**src/mecf_pkg.sv**
```systemverilog
// shared types and constants for the minimum edge cut block
`timescale 1ns / 1ps

package mecf_pkg;

	// widths fixed by the word fields
	localparam int NODE_W  = 5;
	localparam int CNT_W   = 6;
	localparam int CFG_W   = 6;
	localparam int CADDR_W = 2;
	localparam int LAB_W   = 2;
	localparam int CAP_W   = 2;

	// largest node count that the node fields can address
	localparam int NODE_LIMIT = 32;

	// operation codes of an input word
	localparam logic OP_WRITE = 1'b0;
	localparam logic OP_RUN   = 1'b1;

	// register indexes
	localparam logic [CADDR_W-1:0] REG_NODE_COUNT = 2'd0;
	localparam logic [CADDR_W-1:0] REG_SOURCE     = 2'd1;
	localparam logic [CADDR_W-1:0] REG_SINK       = 2'd2;

	// register reset values
	localparam logic [CNT_W-1:0]  NODE_COUNT_RST = 6'd32;
	localparam logic [NODE_W-1:0] SOURCE_RST     = 5'd0;
	localparam logic [NODE_W-1:0] SINK_RST       = 5'd31;

	// path width labels: capacities are 0..2, so the source mark sits above them
	localparam logic [LAB_W-1:0] LAB_ZERO = 2'd0;
	localparam logic [LAB_W-1:0] LAB_INF  = 2'd3;

	// result status codes
	localparam logic ST_OK       = 1'b0;
	localparam logic ST_SAME_END = 1'b1;

	// command to the flow engine
	typedef struct packed {
		logic              start;
		logic [CNT_W-1:0]  n;
		logic [NODE_W-1:0] src;
		logic [NODE_W-1:0] snk;
	} flow_cmd_t;

	// status from the flow engine
	typedef struct packed {
		logic             busy;
		logic             done;
		logic [CNT_W-1:0] total;
	} flow_stat_t;

endpackage

```
**src/mecf_flow.sv**
```systemverilog
// widest-path max flow engine with its residual capacity memory
`timescale 1ns / 1ps

module mecf_flow #(
	parameter int NODES = 32
) (
	input  logic                     clk,
	input  logic                     arst_n,
	input  mecf_pkg::flow_cmd_t      cmd,
	input  logic                     ld_we,
	input  logic [$clog2(NODES)-1:0] ld_addr,
	input  logic [NODES-1:0]         ld_row,
	output mecf_pkg::flow_stat_t     stat
);
	import mecf_pkg::*;

	localparam int IW = $clog2(NODES);
	localparam int RW = CAP_W * NODES;

	typedef enum logic [11:0] {
		F_IDLE  = 12'b000000000001,
		F_INIT  = 12'b000000000010,
		F_SCAN  = 12'b000000000100,
		F_RREQ  = 12'b000000001000,
		F_RELAX = 12'b000000010000,
		F_AUG   = 12'b000000100000,
		F_ACHK  = 12'b000001000000,
		F_ARA   = 12'b000010000000,
		F_AWA   = 12'b000100000000,
		F_ARB   = 12'b001000000000,
		F_AWB   = 12'b010000000000,
		F_DONE  = 12'b100000000000
	} fstate_t;

	fstate_t state_q, state_d;

	logic [RW-1:0]    res_mem [NODES];
	logic [RW-1:0]    rd_q;
	logic [LAB_W-1:0] lab_q [NODES];
	logic [NODES-1:0] vis_q;
	logic [IW-1:0]    par_q [NODES];

	logic [CNT_W-1:0] n_q, guard_q, total_q;
	logic [IW-1:0]    s_q, t_q, i_q, pick_q, cur_q, apar_q;
	logic [LAB_W-1:0] plab_q;
	logic [CAP_W-1:0] amt_q;
	logic             found_q;

	logic             cand, found_n, scan_end, out_range;
	logic [IW-1:0]    pick_n;
	logic [LAB_W-1:0] plab_n;

	logic             mem_we;
	logic [IW-1:0]    mem_waddr, mem_raddr;
	logic [RW-1:0]    mem_wdata;

	// one node of the widest label search per cycle in the scan state
	always_comb begin
		cand     = !vis_q[i_q] && (lab_q[i_q] != LAB_ZERO) &&
		           (!found_q || (lab_q[i_q] > plab_q));
		found_n  = found_q | cand;
		pick_n   = cand ? i_q : pick_q;
		plab_n   = cand ? lab_q[i_q] : plab_q;
		scan_end = ((CNT_W'(i_q) + CNT_W'(1)) == n_q);
		out_range = ({1'b0, cmd.src} >= cmd.n) || ({1'b0, cmd.snk} >= cmd.n);
	end

	// next state
	always_comb begin
		state_d = state_q;
		unique case (state_q)
			F_IDLE: begin
				if (cmd.start) state_d = out_range ? F_DONE : F_INIT;
			end
			F_INIT:  state_d = F_SCAN;
			F_SCAN: begin
				if (scan_end) begin
					if (!found_n)            state_d = F_DONE;
					else if (pick_n == t_q)  state_d = F_AUG;
					else                     state_d = F_RREQ;
				end
			end
			F_RREQ:  state_d = F_RELAX;
			F_RELAX: state_d = F_SCAN;
			F_AUG:   state_d = F_ACHK;
			F_ACHK:  state_d = ((cur_q == s_q) || (guard_q >= n_q)) ? F_INIT : F_ARA;
			F_ARA:   state_d = F_AWA;
			F_AWA:   state_d = F_ARB;
			F_ARB:   state_d = F_AWB;
			F_AWB:   state_d = F_ACHK;
			F_DONE:  state_d = F_IDLE;
			default: state_d = F_IDLE;
		endcase
	end

	always_ff @(posedge clk or negedge arst_n) begin
		if (!arst_n) state_q <= F_IDLE;
		else         state_q <= state_d;
	end

	// working registers of the search and the augmentation walk
	always_ff @(posedge clk) begin
		unique case (state_q)
			F_IDLE: begin
				if (cmd.start) begin
					n_q     <= cmd.n;
					s_q     <= cmd.src[IW-1:0];
					t_q     <= cmd.snk[IW-1:0];
					total_q <= '0;
				end
			end
			F_INIT: begin
				for (int j = 0; j < NODES; j++) begin
					vis_q[j] <= 1'b0;
					lab_q[j] <= (IW'(j) == s_q) ? LAB_INF : LAB_ZERO;
				end
				i_q        <= '0;
				found_q    <= 1'b0;
			end
			F_SCAN: begin
				found_q <= found_n;
				pick_q  <= pick_n;
				plab_q  <= plab_n;
				i_q     <= i_q + IW'(1);
				if (scan_end && found_n && (pick_n != t_q)) vis_q[pick_n] <= 1'b1;
			end
			F_RELAX: begin
				for (int j = 0; j < NODES; j++) begin
					if ((rd_q[CAP_W*j +: CAP_W] > lab_q[j]) && (plab_q > lab_q[j])) begin
						lab_q[j] <= (rd_q[CAP_W*j +: CAP_W] < plab_q) ?
						            rd_q[CAP_W*j +: CAP_W] : plab_q;
						par_q[j] <= pick_q;
					end
				end
				i_q     <= '0;
				found_q <= 1'b0;
			end
			F_AUG: begin
				amt_q   <= lab_q[t_q];
				total_q <= total_q + CNT_W'(lab_q[t_q]);
				cur_q   <= t_q;
				guard_q <= '0;
			end
			F_ACHK: apar_q <= par_q[cur_q];
			F_AWB: begin
				cur_q   <= apar_q;
				guard_q <= guard_q + CNT_W'(1);
			end
			F_RREQ, F_ARA, F_AWA, F_ARB, F_DONE: ;
			default: ;
		endcase
	end

	// memory port selection: row loads, then read-modify-write of the path
	always_comb begin
		mem_raddr = pick_q;
		mem_we    = ld_we;
		mem_waddr = ld_addr;
		mem_wdata = '0;
		for (int j = 0; j < NODES; j++) mem_wdata[CAP_W*j +: CAP_W] = {1'b0, ld_row[j]};
		unique case (state_q)
			F_ARA: mem_raddr = apar_q;
			F_ARB: mem_raddr = cur_q;
			F_AWA: begin
				mem_we    = 1'b1;
				mem_waddr = apar_q;
				mem_wdata = rd_q;
				mem_wdata[{cur_q, 1'b0} +: CAP_W] = rd_q[{cur_q, 1'b0} +: CAP_W] - amt_q;
			end
			F_AWB: begin
				mem_we    = 1'b1;
				mem_waddr = cur_q;
				mem_wdata = rd_q;
				mem_wdata[{apar_q, 1'b0} +: CAP_W] = rd_q[{apar_q, 1'b0} +: CAP_W] + amt_q;
			end
			F_IDLE, F_INIT, F_SCAN, F_RREQ, F_RELAX, F_AUG, F_ACHK, F_DONE: ;
			default: ;
		endcase
	end

	// residual capacity rows
	always_ff @(posedge clk) begin
		if (mem_we) res_mem[mem_waddr] <= mem_wdata;
		rd_q <= res_mem[mem_raddr];
	end

	assign stat.busy  = (state_q != F_IDLE);
	assign stat.done  = (state_q == F_DONE);
	assign stat.total = total_q;

endmodule

```
**config.mk**
```make
export PLATFORM = sky130hd
export DESIGN_NAME = mecf_flow
export DESIGN_NICKNAME = d
export VERILOG_FILES = /design/src/mecf_pkg.sv /design/src/mecf_flow.sv
export SDC_FILE = /design/constraint.sdc
export NUM_CORES = 2
export LEC_CHECK = 0
export BUFFER_PORTS_ARGS = -buffer_cell sky130_fd_sc_hd__buf_2
export CAP_MARGIN = 40
export CORE_UTILIZATION = 35
export DETAILED_ROUTE_END_ITERATION = 10
export HOLD_SLACK_MARGIN = 0.15
export PLACE_DENSITY_LB_ADDON = 0.12
export SLEW_MARGIN = 40
export SYNTH_ARGS = -nofsm -noshare
export SYNTH_HDL_FRONTEND = slang
export SYNTH_SLANG_ARGS = --single-unit
```
**constraint.sdc**
```tcl
create_clock -name clk -period 12.15 [get_ports clk]
set_input_delay 0.6075 -clock clk [delete_from_list [all_inputs] [get_ports clk]]
set_output_delay 0.6075 -clock clk [all_outputs]
set_load 0.01 [all_outputs]
```
# --- Word level (Yosys, flattened, before mapping) ---
# Memory sizes are Yosys's and may differ from the RTL's. A register that Yosys moved wholly into a read port is not among the register bits.
# Index checks and enable logic that the tools add are counted.
classes:
  add_sub_neg: 8
  n_mul: 0
  div_mod_pow: 0
  order_cmp: 103
  eq_ne: 51
  shift: 6
  mux: 224
  n_bitwise: 34
  reduce_logical: 56
ops:
  columns: ["op", "count"]
  rows:
  - ["$mux W2", 96]
  - ["$gt A2 B2 Y1", 65]
  - ["$bwmux W64", 2]
  - ["$pmux W64 S2", 1]
  - ["$shift A2 B8 Y64 const A", 2]
  - ["$shiftx A2 B8 Y64", 2]
  - ["$shiftx A64 B7 Y2", 2]
  - ["$pmux W12 S9", 1]
  - ["$mux W1", 103]
  - ["$eq A5 B5 Y1 const A", 16]
  - ["$lt A2 B2 Y1", 32]
  - ["$pmux W32 S2", 1]
  - ["$mux W12", 4]
  - ["$eq A4 B5 Y1 const A", 8]
  - ["$pmux W5 S2", 4]
  - ["$logic_and A1 B1 Y1", 37]
  - ["$or A1 B1 Y1", 33]
  - ["$mux W32", 1]
  - ["$or A32 B32 Y32", 1]
  - ["$pmux W6 S2", 2]
  - ["$eq A3 B5 Y1 const A", 4]
  - ["$neg A6 Y8", 2]
  - ["$mux W5", 3]
  - ["$eq A12 B1 Y1 const B", 1]
  - ["39 further kinds", 59]
totals:
  ff_bits: 92
  latchBits: 0
  ramBits: 2272
  romBits: 0
  inputBits: 57
  memories: 3
memory_table:
  columns: ["name", "depth", "width", "rd", "rd_clocked_by_memory_dff", "write_ports", "line", "source"]
  rows:
  - ["res_mem", 32, 64, 1, 1, 1, "mecf_flow.sv:37", "logic [RW-1:0] res_mem [NODES];"]
  - ["par_q", 32, 5, 1, 1, 32, "mecf_flow.sv:41", "logic [IW-1:0] par_q [NODES];"]
  - ["lab_q", 32, 2, 34, 2, 32, "mecf_flow.sv:39", "logic [LAB_W-1:0] lab_q [NODES];"]

# --- Longest topological paths before layout ---
depth:
  ltp_word: 13
  ltp_mapped: 19
  mapped_depth_nobuf: 15

# --- Least setup slack after synthesis ---
# Ideal clock, no wire load.
synth_timing:
  kind: "register -> register"
  from: "reg plab_q[1], read port of lab_q"
  to: "reg vis_q[0], enable pin"
  arrival_time_ns: 6.557
  required_time_ns: 11.684
  setup_slack_ns: 5.127
  path_stages_with_launch: 12
  n_path_buf: 2
  synth_period_minus_slack_ns: 7.023
  cell_sequence: "edfxtp_1 -> inv_1 -> ha_1 -> nor2b_1 -> o21ai_0 -> a221oi_2 -> buf_4 -> buf_2 -> o41ai_1 -> o221ai_1 -> nor2_1 -> o21ai_0"
synth_between:
  elab_chain_cells: 8
  word_cells_on_any_way: 10
synth_lines:
  columns: ["element", "line", "source"]
  rows:
  - ["from (decl)", "mecf_flow.sv:45", "logic [LAB_W-1:0] plab_q;"]
  - ["$gt A2 B2 Y1 (*)", "mecf_flow.sv:60", "(!found_q || (lab_q[i_q] > plab_q));"]
  - ["$logic_or A1 B1 Y1 (*)", "mecf_flow.sv:60", null]
  - ["$logic_and A1 B1 Y1 (*)", "mecf_flow.sv:59", "cand = !vis_q[i_q] && (lab_q[i_q] != LAB_ZERO) &&"]
  - ["$mux W5 / $or A1 B1 Y1 (equally long branches)", "mecf_flow.sv:62, mecf_flow.sv:61", null]
  - ["$ne A5 B5 Y1 / $logic_and A1 B1 Y1 (equally long branches)", "mecf_flow.sv:125", "if (scan_end && found_n && (pick_n != t_q)) vis_q[pick_n] <= 1'b1;"]
  - ["$logic_and A1 B1 Y1 (*)", "mecf_flow.sv:125", null]
  - ["$ne A2 B2 Y1 (no line) (*)", null, null]
  - ["$reduce_and A2 Y1 (no line) (*)", null, null]
  - ["to (signal, indexed assignment)", "mecf_flow.sv:114", "vis_q[j] <= 1'b0;"]
  - ["to (signal, indexed assignment)", "mecf_flow.sv:125", null]
  - ["to (decl)", "mecf_flow.sv:40", "logic [NODES-1:0] vis_q;"]
# Every way passes the cells marked *; elsewhere a longest branch is shown, timed or not.
# A chain may end at the register's enable or synchronous reset.

# --- Worst setup path after layout ---
layout_timing:
  from: "reg state_q[5]"
  to: "mem res_mem[31][10] (netlist bit), enable pin"
layout_between:
  elab_chain_cells: 5
  word_cells_on_any_way: 7
layout_lines:
  columns: ["element", "line", "source"]
  rows:
  - ["from (decl)", "mecf_flow.sv:35", "fstate_t state_q, state_d;"]
  - ["from (signal assigned)", "mecf_flow.sv:98", "else state_q <= state_d;"]
  - ["$eq A12 B11 Y1 / $eq A12 B9 Y1 (equally long branches)", "mecf_flow.sv:161", "unique case (state_q)"]
  - ["$reduce_or A2 Y1 (no line)", null, null]
  - ["$mux W1", "mecf_flow.sv:161", null]
  - ["$mux W1", "mecf_flow.sv:183", "if (mem_we) res_mem[mem_waddr] <= mem_wdata;"]
  - ["$mux W1 (not written as such)", "mecf_flow.sv:183", null]
  - ["to (decl)", "mecf_flow.sv:37", null]
# Several ways; a longest one is shown, not always the timed one.

==> impl_summary.txt <==
----------------------------------------------------
[Status]
  Run status ... finished clean

[Placement]
  Total placed instance area ... 110400 um^2
  Final Wtd Congestion ... 0.8559
  Placed Instances ... ~11000
  Number of port buffers ... 64
  HPWL Detailed ... between 200 and 250 mm

[Critical path]
  Critical path start-end classification ... reg2reg
  Worst-path cell with the longest stage delay ... buf_4
  Data arrival at the endpoint of the critical path ... slightly above 6000 ps
  Type of element capturing the critical path ... flop
  Critical-path maximum fanout ... 34
  Critical-path cell list ... nor3_1 > nand2_1 > or4b_4 > inv_1 > buf_4 > a22oi_1 > nand2_1 > nand2_1 > nor2_4 > buf_4 > buf_4
  Worst R2R Start ... state_q[5]$_DFFE_PN0P_
  Flop-to-flop setup slack ... approximately 6500 ps
  Crit path to ... res_mem[31][10]$_DFFE_PP_
  Required time of the worst setup path ... ~13000 ps
  Worst reg2reg path depth ... 11
  Delay of the slowest cell on the worst path ... about 660 ps
  RR Endpoint ... res_mem[31][10]$_DFFE_PP_
  Crit start category ... flop
  CP Launch Point ... state_q[5]$_DFFE_PN0P_

[Timing]
  RSZ-0062 raised after global routing ... no
  Setup TNS ... 0 ps
  Post-layout minimum cycle time ... between 5000 and 6000 ps
  Final hold violation count ... 0
  Worst slew margin ... approximately 31%
  Highest achievable clock rate ... 176.4 MHz
  Final number of max-transition violations ... 0
  Max Clock Skew ... between 60 and 70 ps
  Period Utilization, post-route ... 46.67%
  Number of failing setup endpoints in the final timing report ... 0
  Transition at the pin with the smallest max-transition slack ... slightly above 1000 ps

[Die]
  Count of pins on the block boundary ... 65
  Area of the core ... approximately 290000 um^2
  Die span in x ... roughly 540 um
  Full die area ... approximately 300000 um^2
  Y dimension of the die ... 544.5 um
  Initial cell density of the core ... between 30% and 40%
  Cell row count ... a little under 200

[Logic synthesis]
  Gate count of the mapped netlist ... about 7500
  Library cell occupying the most area in the post-synthesis netlist ... edfxtp_1
  Post-synthesis register bit count ... about 2400
  Async set or reset register ratio after synthesis ... 0.4912%
  Synthesized area per cell ... about 14 um^2
  Ranking of synthesized cells by area ... edfxtp_1 (69%), nand2_1 (6.3%), mux2i_1 (3.8%)
  Proportion of netlist area held by the largest area contributor ... 68.70%
  Count of different cell masters after synthesis ... 67
  Number of enable flip-flop cells after synthesis ... 2357
  Number of nets in the synthesized netlist ... ~8000
  Most used DFF post-synth ... edfxtp_1
  Sequential cell area fraction in the yosys report ... 70.44%
  Cell area after synthesis ... between 100000 and 150000 um^2
  YS warnings ... 0

[Drt]
  DRC errors left ... 0
  Remaining antenna violation count after routing ... 0
  Vias after detailed routing ... 65610
  Routed length per placed instance ... between 20 and 30 um
  Iter 0 DRT Violations ... roughly 6400
  Routed wire length ... approximately 350 mm
  Router iterations before antenna repair ... 5
  Ratio of routed vias to standard cells ... 5.516

[Clock network]
  Max H-tree Level ... 5
  Number of buffers inserted during clock tree synthesis ... approximately 280
  Maximum root-to-sink buffer count ... 4
  TritonCTS clock tree ... yes
  Skew-Pair Late Insertion Delay ... roughly 900 ps
  Root buffer selected by CTS ... clkbuf_16
  Post-CTS Setup Repair Bufs ... 0
  Clock Pin Slew Worst Setup and Hold Paths ... around 60 ps
  Hold buffer count at cts ... 18
  CTS sink count ... approximately 2400
  Post-CTS Resized ... 0

[Min path]
  Kind of path behind the tightest hold check ... in2async

[Finish]
  Utilization after layout ... between 40% and 50%
  Net count, final ... roughly 8000
  Area added between synthesis and finish ... 16.12%
  Filler-free cell count of the finished design ... 11890
  Share of post-route cells with drive strength above 1 ... about an eighth
  Final non-filler cell area ... between 100000 and 150000 um^2

[Power]
  Static Leak ... around 40 nW
  Pwr Total ... around 22 mW
  Largest voltage drop on the vdd net ... between 0.0001 and 0.00015 V
  PD cells ... 181.1 nW/um^2

[Job]
  Max-cap violations ... 0

[Global route]
  GRT Resource Usage Total ... around a quarter
  Number of antenna violations at the first check in global routing ... 13
  Vias in the first global route ... about 64000
  GRT overflow ... 0
  Pin count of the biggest net entering global routing ... approximately 160
  Global-route wire length before repair ... 495.3 mm

----------------------------------------------------
==> cell type report <==
class	count	area [um^2]
Tap cell	3900	4880
Antenna cell	3	7.507
Sequential cell	2443	72580
Clock inverter	126	1237
Multi-Input combinational cell	4510	29220
Clock buffer	386	7702
Inverter	166	623.1
Timing Repair Buffer	360	3376
Fill cell	27090	172200
==> synthesized netlist by cell type (all sizes together), types with 6 or more instances <==
cell type,number
a211oi,7
a21oi,158
a221o,36
a22oi,31
a31oi,8
a32oi,256
and2,15
and3,6
buf,201
clkbuf,211
dfrtp,11
dfxtp,74
edfxtp,2357
ha,224
inv,165
mux2,22
mux2i,395
mux4,104
nand2,1720
nand2b,21
nand3,573
nand3b,7
nand4,200
nor2,249
nor2b,16
nor3,118
nor3b,8
o21ai,128
o221ai,31
o22ai,50
or2,40
xnor2,16
xor2,22
==> worst max-delay path, delay by kind of cell, from the launching register on <==
family / cells / cell delay, ps
and+or+nand+nor: 6 / 2460
AOI/OAI and AO/OA: 1 / 170
DFF: 1 / 420
buffers and inverters: 4 / 2060
==> cell families (layout without fill, tap and decap cells) <==
| kind of cell | Yosys count | count (layout) | synth area share (%) |
|---|---|---|---|
| AOI/OAI and AO/OA | 735 | 735 | 5.061 |
| xor gates and xnor gates | 38 | 38 | 0.3304 |
| and+or+nand+nor | 2991 | 2991 | 12.67 |
| other | 0 | 3 | 0 |
| adders and majority gates | 225 | 225 | 2.740 |
| buffers and inverters | 578 | 1038 | 2.407 |
| DFF | 2443 | 2443 | 70.44 |
| muxes | 521 | 521 | 6.352 |
==> report_power, final <==
| group | switching (mW) | internal [mW] | leakage (nW) |
|---|---|---|---|
| logic | 2.20 | 1.10 | 15.4 |
| registers | 0.647 | 9.46 | 21.4 |
| clock network | 3.49 | 4.76 | 4.35 |
==> layout by cell type, fill, tap and decap left out, drive strengths merged, types with 11 or more instances in the layout <==
cell	n
edfxtp	2357
nand2	1720
nand3	573
mux2i	395
clkbuf	386
buf	342
a32oi	256
nor2	249
ha	224
nand4	200
inv	173
a21oi	158
o21ai	128
nor3	118
mux4	104
clkinv	104
dfxtp	74
o22ai	50
or2	40
a221o	36
a22oi	31
o221ai	31
xor2	22
mux2	22
nand2b	21
dlygate4sd3	18
nor2b	16
xnor2	16
and2	15
bufinv	13
dfrtp	11
==> metrics by stage <==
step                      hold slack (ps)  setup slack [ps]
after floorplan                     311.9              5127
after global placement              500.5              6112
after detailed placement            513.3              6538
after CTS                           197.3              6556
after global routing                240.0              6311
final                               239.0              6480
==> registers in the layout, indices dropped and copies added (netlist names), 6 cells and up, named ones only <==
register	count
res_mem	2048
lab_q	64
total_q	6
state_q	12
rd_q	64
par_q	160
n_q	6
guard_q	6
vis_q	32
==> layer usage <==
layer | global-route usage, % | up-vias | wire length, um
li1 | - | 28850 | -
met1 | 32.11 | 34170 | 153700
met2 | 39.28 | 2135 | 171100
met3 | 2.788 | 449 | 19380
met4 | 6.471 | 4 | 9651
met5 | 0 | - | 27
==> worst min-delay path by stage <==
stage,startpoint,endpoint,slack [ps],cells past startpoint
3_5_place_dp,arst_n,state_q[1]$_DFFE_PN0P_,510,1
5_1_grt,ld_row[31],res_mem[1][62]$_DFFE_PP_,240,3
4_1_cts,arst_n,state_q[11]$_DFFE_PN0P_,200,2
2_1_floorplan,arst_n,state_q[10]$_DFFE_PN0P_,310,0
6_report,arst_n,state_q[11]$_DFFE_PN0P_,240,2
3_3_place_gp,arst_n,state_q[1]$_DFFE_PN0P_,500,1
No activity file was read; power rests on OpenSTA's default activity.
